## config.mk

```make
export PLATFORM = sky130hd
export DESIGN_NAME = grm_div
export DESIGN_NICKNAME = d
export VERILOG_FILES = /design/src/design/genomic_relationship_matrix_macros.svh /design/src/design/grm_pkg.sv /design/src/design/grm_div.sv
export SDC_FILE = /design/constraint.sdc
export NUM_CORES = 1
export LEC_CHECK = 0
export BUFFER_PORTS_ARGS = -buffer_cell sky130_fd_sc_hd__buf_2
export CAP_MARGIN = 20
export CORE_ASPECT_RATIO = 1.4
export CORE_MARGIN = 4
export CORE_UTILIZATION = 35
export CTS_BUF_LIST = sky130_fd_sc_hd__clkbuf_4
export CTS_CLUSTER_SIZE = 12
export DETAILED_ROUTE_END_ITERATION = 12
export PLACE_DENSITY = 0.57
export SYNTH_ARGS = -nofsm -noshare
export SYNTH_HDL_FRONTEND = slang
export SYNTH_SLANG_ARGS = --single-unit
```

## constraint.sdc

```tcl
create_clock -name clock -period 3.8 [get_ports clock]
set_clock_uncertainty 0.2 [all_clocks]
set_input_delay 1.14 -clock clock [delete_from_list [all_inputs] [get_ports clock]]
set_output_delay 1.14 -clock clock [all_outputs]
set_load 0.01 [all_outputs]
```

## src/design/genomic_relationship_matrix_macros.svh

```systemverilog
// assertion macros for the genomic relationship matrix block
`ifndef GENOMIC_RELATIONSHIP_MATRIX_MACROS_SVH
`define GENOMIC_RELATIONSHIP_MATRIX_MACROS_SVH

// same-cycle implication, sampled on the block clock
`define GRM_ASSERT_NOW(label, ante, cons) \
   label: assert property (@(posedge clock) disable iff (reset) (ante) |-> (cons)) \
      else $error("assertion failed");

// next-cycle implication
`define GRM_ASSERT_NEXT(label, ante, cons) \
   label: assert property (@(posedge clock) disable iff (reset) (ante) |=> (cons)) \
      else $error("assertion failed");

`endif

```

## src/design/grm_pkg.sv

```systemverilog
// shared constants, codes and types of the genomic relationship matrix block
package grm_pkg;

   localparam int MAX_SAMPLES = 64;
   localparam int MAX_MARKERS = 1024;
   localparam int SAMPLE_W    = 6;
   localparam int MARKER_W    = 10;
   localparam int GENO_ADDR_W = SAMPLE_W + MARKER_W;
   localparam int REL_ADDR_W  = 2 * SAMPLE_W;
   localparam int CODE_W      = 19;
   localparam int PROD_W      = 2 * CODE_W;
   localparam int ACC_W       = 48;
   localparam int DEN_W       = 41;
   localparam int DIV_W       = 64;
   localparam int DIV_CNT_W   = 6;

   localparam logic [1:0] CMD_LOAD    = 2'd0;
   localparam logic [1:0] CMD_COMPUTE = 2'd1;
   localparam logic [1:0] CMD_READ    = 2'd2;

   localparam logic [1:0] ST_READ     = 2'd0;
   localparam logic [1:0] ST_DONE     = 2'd1;
   localparam logic [1:0] ST_ZERO_DEN = 2'd2;

   localparam logic [1:0] REG_MODE    = 2'd0;
   localparam logic [1:0] REG_SAMPLES = 2'd1;
   localparam logic [1:0] REG_MARKERS = 2'd2;

   typedef struct packed {
      logic busy;
      logic done;
   } div_status_type;

   typedef enum logic [4:0] {
      S_IDLE,
      S_RD_WAIT,
      S_F_SCAN,
      S_F_DRAIN,
      S_F_START,
      S_F_DIVW,
      S_F_MUL_PQ,
      S_F_MUL_PP,
      S_F_MUL_QQ,
      S_F_MUL_HH,
      S_F_WRITE,
      S_M_CLEAR,
      S_M_MAC,
      S_M_DRAIN,
      S_M_DIV,
      S_M_DIVW,
      S_M_WR1,
      S_M_WR2,
      S_DONE
   } state_type;

endpackage

```

## src/design/grm_div.sv

```systemverilog
// radix-2 restoring divider, one quotient bit per cycle
module grm_div (
   input  logic                          clock,
   input  logic                          reset,
   input  logic                          start,
   input  logic [grm_pkg::DIV_W-1:0]     dividend,
   input  logic [grm_pkg::DEN_W-1:0]     divisor,
   output grm_pkg::div_status_type       status,
   output logic [grm_pkg::DIV_W-1:0]     quotient
);
   import grm_pkg::*;

   logic                 busy_ff;
   logic                 done_ff;
   logic [DIV_CNT_W-1:0] count_ff;
   logic [DEN_W-1:0]     rem_ff;
   logic [DEN_W-1:0]     dvs_ff;
   logic [DIV_W-1:0]     quo_ff;
   logic [DEN_W:0]       trial;
   logic [DEN_W:0]       diff;
   logic                 fits;

   assign trial = {rem_ff, quo_ff[DIV_W-1]};
   assign fits  = trial >= {1'b0, dvs_ff};
   assign diff  = trial - {1'b0, dvs_ff};

   always_ff @(posedge clock) begin
      if (reset) begin
         busy_ff  <= 1'b0;
         done_ff  <= 1'b0;
         count_ff <= '0;
      end else begin
         done_ff <= 1'b0;
         if (start) begin
            busy_ff  <= 1'b1;
            count_ff <= '0;
         end else if (busy_ff) begin
            count_ff <= count_ff + 1'b1;
            if (count_ff == {DIV_CNT_W{1'b1}}) begin
               busy_ff <= 1'b0;
               done_ff <= 1'b1;
            end
         end
      end
   end

   // datapath: dividend shifts out while quotient bits shift in
   always_ff @(posedge clock) begin
      if (start) begin
         quo_ff <= dividend;
         rem_ff <= '0;
         dvs_ff <= divisor;
      end else if (busy_ff) begin
         quo_ff <= {quo_ff[DIV_W-2:0], fits};
         rem_ff <= fits ? diff[DEN_W-1:0] : trial[DEN_W-1:0];
      end
   end

   assign status.busy = busy_ff;
   assign status.done = done_ff;
   assign quotient    = quo_ff;

endmodule

```

==> flow_summary.json <==
{
  "synthCells": 783,
  "root_buffer": "clkbuf_4",
  "vias": 6379,
  "h-tree-depth": 4,
  "tightest_slew_ps": 1020,
  "wl_per_cell_um": 16.5,
  "fin_crit_ps": 3470,
  "fin_ws_ps": 332,
  "routabilityCongestion": 0.843,
  "fin_nets": 1097,
  "crit_chain": "inv_1 > ha_1 > inv_1 > fa_1 > a21oi_2 > o21ai_1 > a21oi_2 > o21ai_2 > o21ai_4 > o221ai_4 > a211oi_4 > buf_6 > mux2i_1 > a211oi_1",
  "clock_tree.buffer_depth": 2,
  "stdcell_count": 1267,
  "grt_usage_pct": 15.7,
  "p_per_area_nw_per_um2": 431,
  "fp.coreArea_um2": 23500,
  "drive_above_1_share_pct": 31.3,
  "worstPathMaxFanout": 24,
  "critPathLaunchType": "register",
  "grt_pass1_vias": 6677,
  "tns_ps": 0,
  "nFillCells": 2357,
  "final_common_cell": "buf_2",
  "syn_nets": 934,
  "worst-setup-path-type": "register to register",
  "hold_viol": 0,
  "grt_pass1_wl_um": 33300,
  "dpl_worst_slack_ps": 259,
  "io_pins": 174,
  "clkTransAtPathRegs_ps": 130,
  "insertion_delay_ps": 590,
  "status": "finished, final reports clean",
  "arrival_ps": 3760,
  "finalHoldWorstSlack_ps": 284,
  "area_growth_pct": 17.6,
  "vdd_drop_max_mv": 0.259,
  "io_buffers": 173,
  "numCtsBuffers": 17,
  "final_cell_mix": "172 x buf_2, 105 x edfxtp_1, 83 x nor2_1",
  "drc": 0,
  "drt-vias-per-instance": 5.03,
  "cap_violations": 0,
  "yosys_warnings": 0,
  "yosys.cell_types.count": 59,
  "maxSlewViolCount": 0,
  "cpPeakStageDelay_ps": 420,
  "drt_pre_antenna_iters": 6,
  "drtIter0Drc": 332,
  "syn_area_um2": 8400,
  "ys_seq_area_share_pct": 49.2,
  "grt-ovfl-total": 0,
  "rsz0062_at_grt": "false",
  "avgSynthCellArea_um2": 10.7,
  "fp.dieW_um": 139,
  "rows": 66,
  "cp_slowest_cell": "edfxtp_1",
  "period_share_pct": 91.3,
  "synth_edf_count": 105,
  "dp_cells": 1233,
  "dp_hpwl_um": 15500,
  "wl_um": 20900,
  "cts_hold_buf": 0,
  "fmaxAchievable_ghz": 0.288,
  "async_flop_share_pct": 0,
  "ys_ff_latch": 154,
  "die_h_um": 191,
  "initial_core_util_pct": 35.8,
  "cp.required_ps": 4090,
  "worst_slew_margin_rel_pct": 31.7,
  "cts.sinks": 154,
  "cp-end-kind": "register",
  "utilization_pct": 42.1,
  "antenna_found_initial": 3,
  "hold_path_class": "register to register",
  "die_area_um2": 26600,
  "ant_nets": 0,
  "synthFlopType": "edfxtp_1",
  "cts_tree": "built",
  "setup_viol": 0,
  "grt_max_degree": 65,
  "p_leak_nw": 4.17
}
[where the power goes]
group | switching [mW] | total, mW | internal (mW)
logic | 0.579 | 1.03 | 0.448
registers | 0.0925 | 2.06 | 1.96
clock network | 0.641 | 1.17 | 0.533
total | 1.31 | 4.26 | 2.94
[synthesized netlist by cell type, drive strengths merged (13+ instances only)]
cell type | instances | area [µm²]
a211oi | 33 | 260
a21o | 13 | 97.6
a21oi | 64 | 350
buf | 16 | 119
clkbuf | 21 | 78.8
dfxtp | 49 | 981
edfxtp | 105 | 3150
ha | 42 | 526
inv | 53 | 199
mux2 | 63 | 709
mux2i | 14 | 140
nand2 | 47 | 176
nand3 | 15 | 75.1
nor2 | 83 | 312
o21ai | 39 | 214
xnor2 | 27 | 236
[logic make-up after synthesis]
kind of cell	share of synthesized area [%]
adder cells (fa/ha/maj)	6.49
XOR/XNOR	4.06
buffers and inverters	4.72
multiplexers	10.1
flip-flops	49.2
AO/OA/AOI/OAI	15.5
AND/OR/NAND/NOR	9.89
[metrics by stage]
stage / cell area, µm² / power, mW
finish: 9880 / 4.26
global route: 9880 / 4.51
CTS: 9880 / 4.32
detailed placement: 9550 / 3.12
global placement: 9550 / 3.12
floorplan: 8400 / 2.81
[worst paths after layout]
kind                                   start    endpoint  slack (ps)  depth (start not counted)
worst max-delay path            quotient[63]   rem_ff[1]         330                         14
worst min-delay path              rem_ff[31]  rem_ff[31]         280                          2
worst max register to register  quotient[63]   rem_ff[1]         330                         14
worst min register to register    rem_ff[31]  rem_ff[31]         280                          2
[state kept, by name, summed over array words and instances (netlist names)]
| register | count |
|---|---|
| quotient | 64 |
| done_ff | 1 |
| busy_ff | 1 |
| rem_ff | 41 |
| dvs_ff | 41 |
| count_ff | 6 |
[timing repair]
item | 4_1_cts | 5_1_grt
gates resized for setup | 0 | 1
endpoints found under the setup margin | 0 | 1
buffers inserted | 0 | 0
[critical path, delay by kind of cell, from the launching register on]
family	cells	cell delay, ps
AO/OA/AOI/OAI	8	1690
buffers and inverters	3	390
adder cells (fa/ha/maj)	2	560
multiplexers	1	100
flip-flops	1	420
[routing by layer]
metal | vias up | share of wire [%] | track usage, %
met5 | - | 0.034 | 0
met4 | 2 | 2.0 | 5.38
met3 | 26 | 7.2 | 5.63
met2 | 174 | 51 | 28.3
met1 | 2994 | 40 | 17.1
li1 | 3183 | - | -
[layout make-up]
type	count	area [µm²]	area share (%)
Sequential cell	154	4140	41.8
Multi-Input combinational cell	539	3870	39.2
Timing Repair Buffer	181	961	9.72
Tap cell	306	383	3.87
Inverter	53	199	2.01
Clock inverter	14	194	1.96
Clock buffer	18	135	1.37
Antenna cell	2	5.00	0.0506
Note: power is estimated with default switching activity, not from simulation.
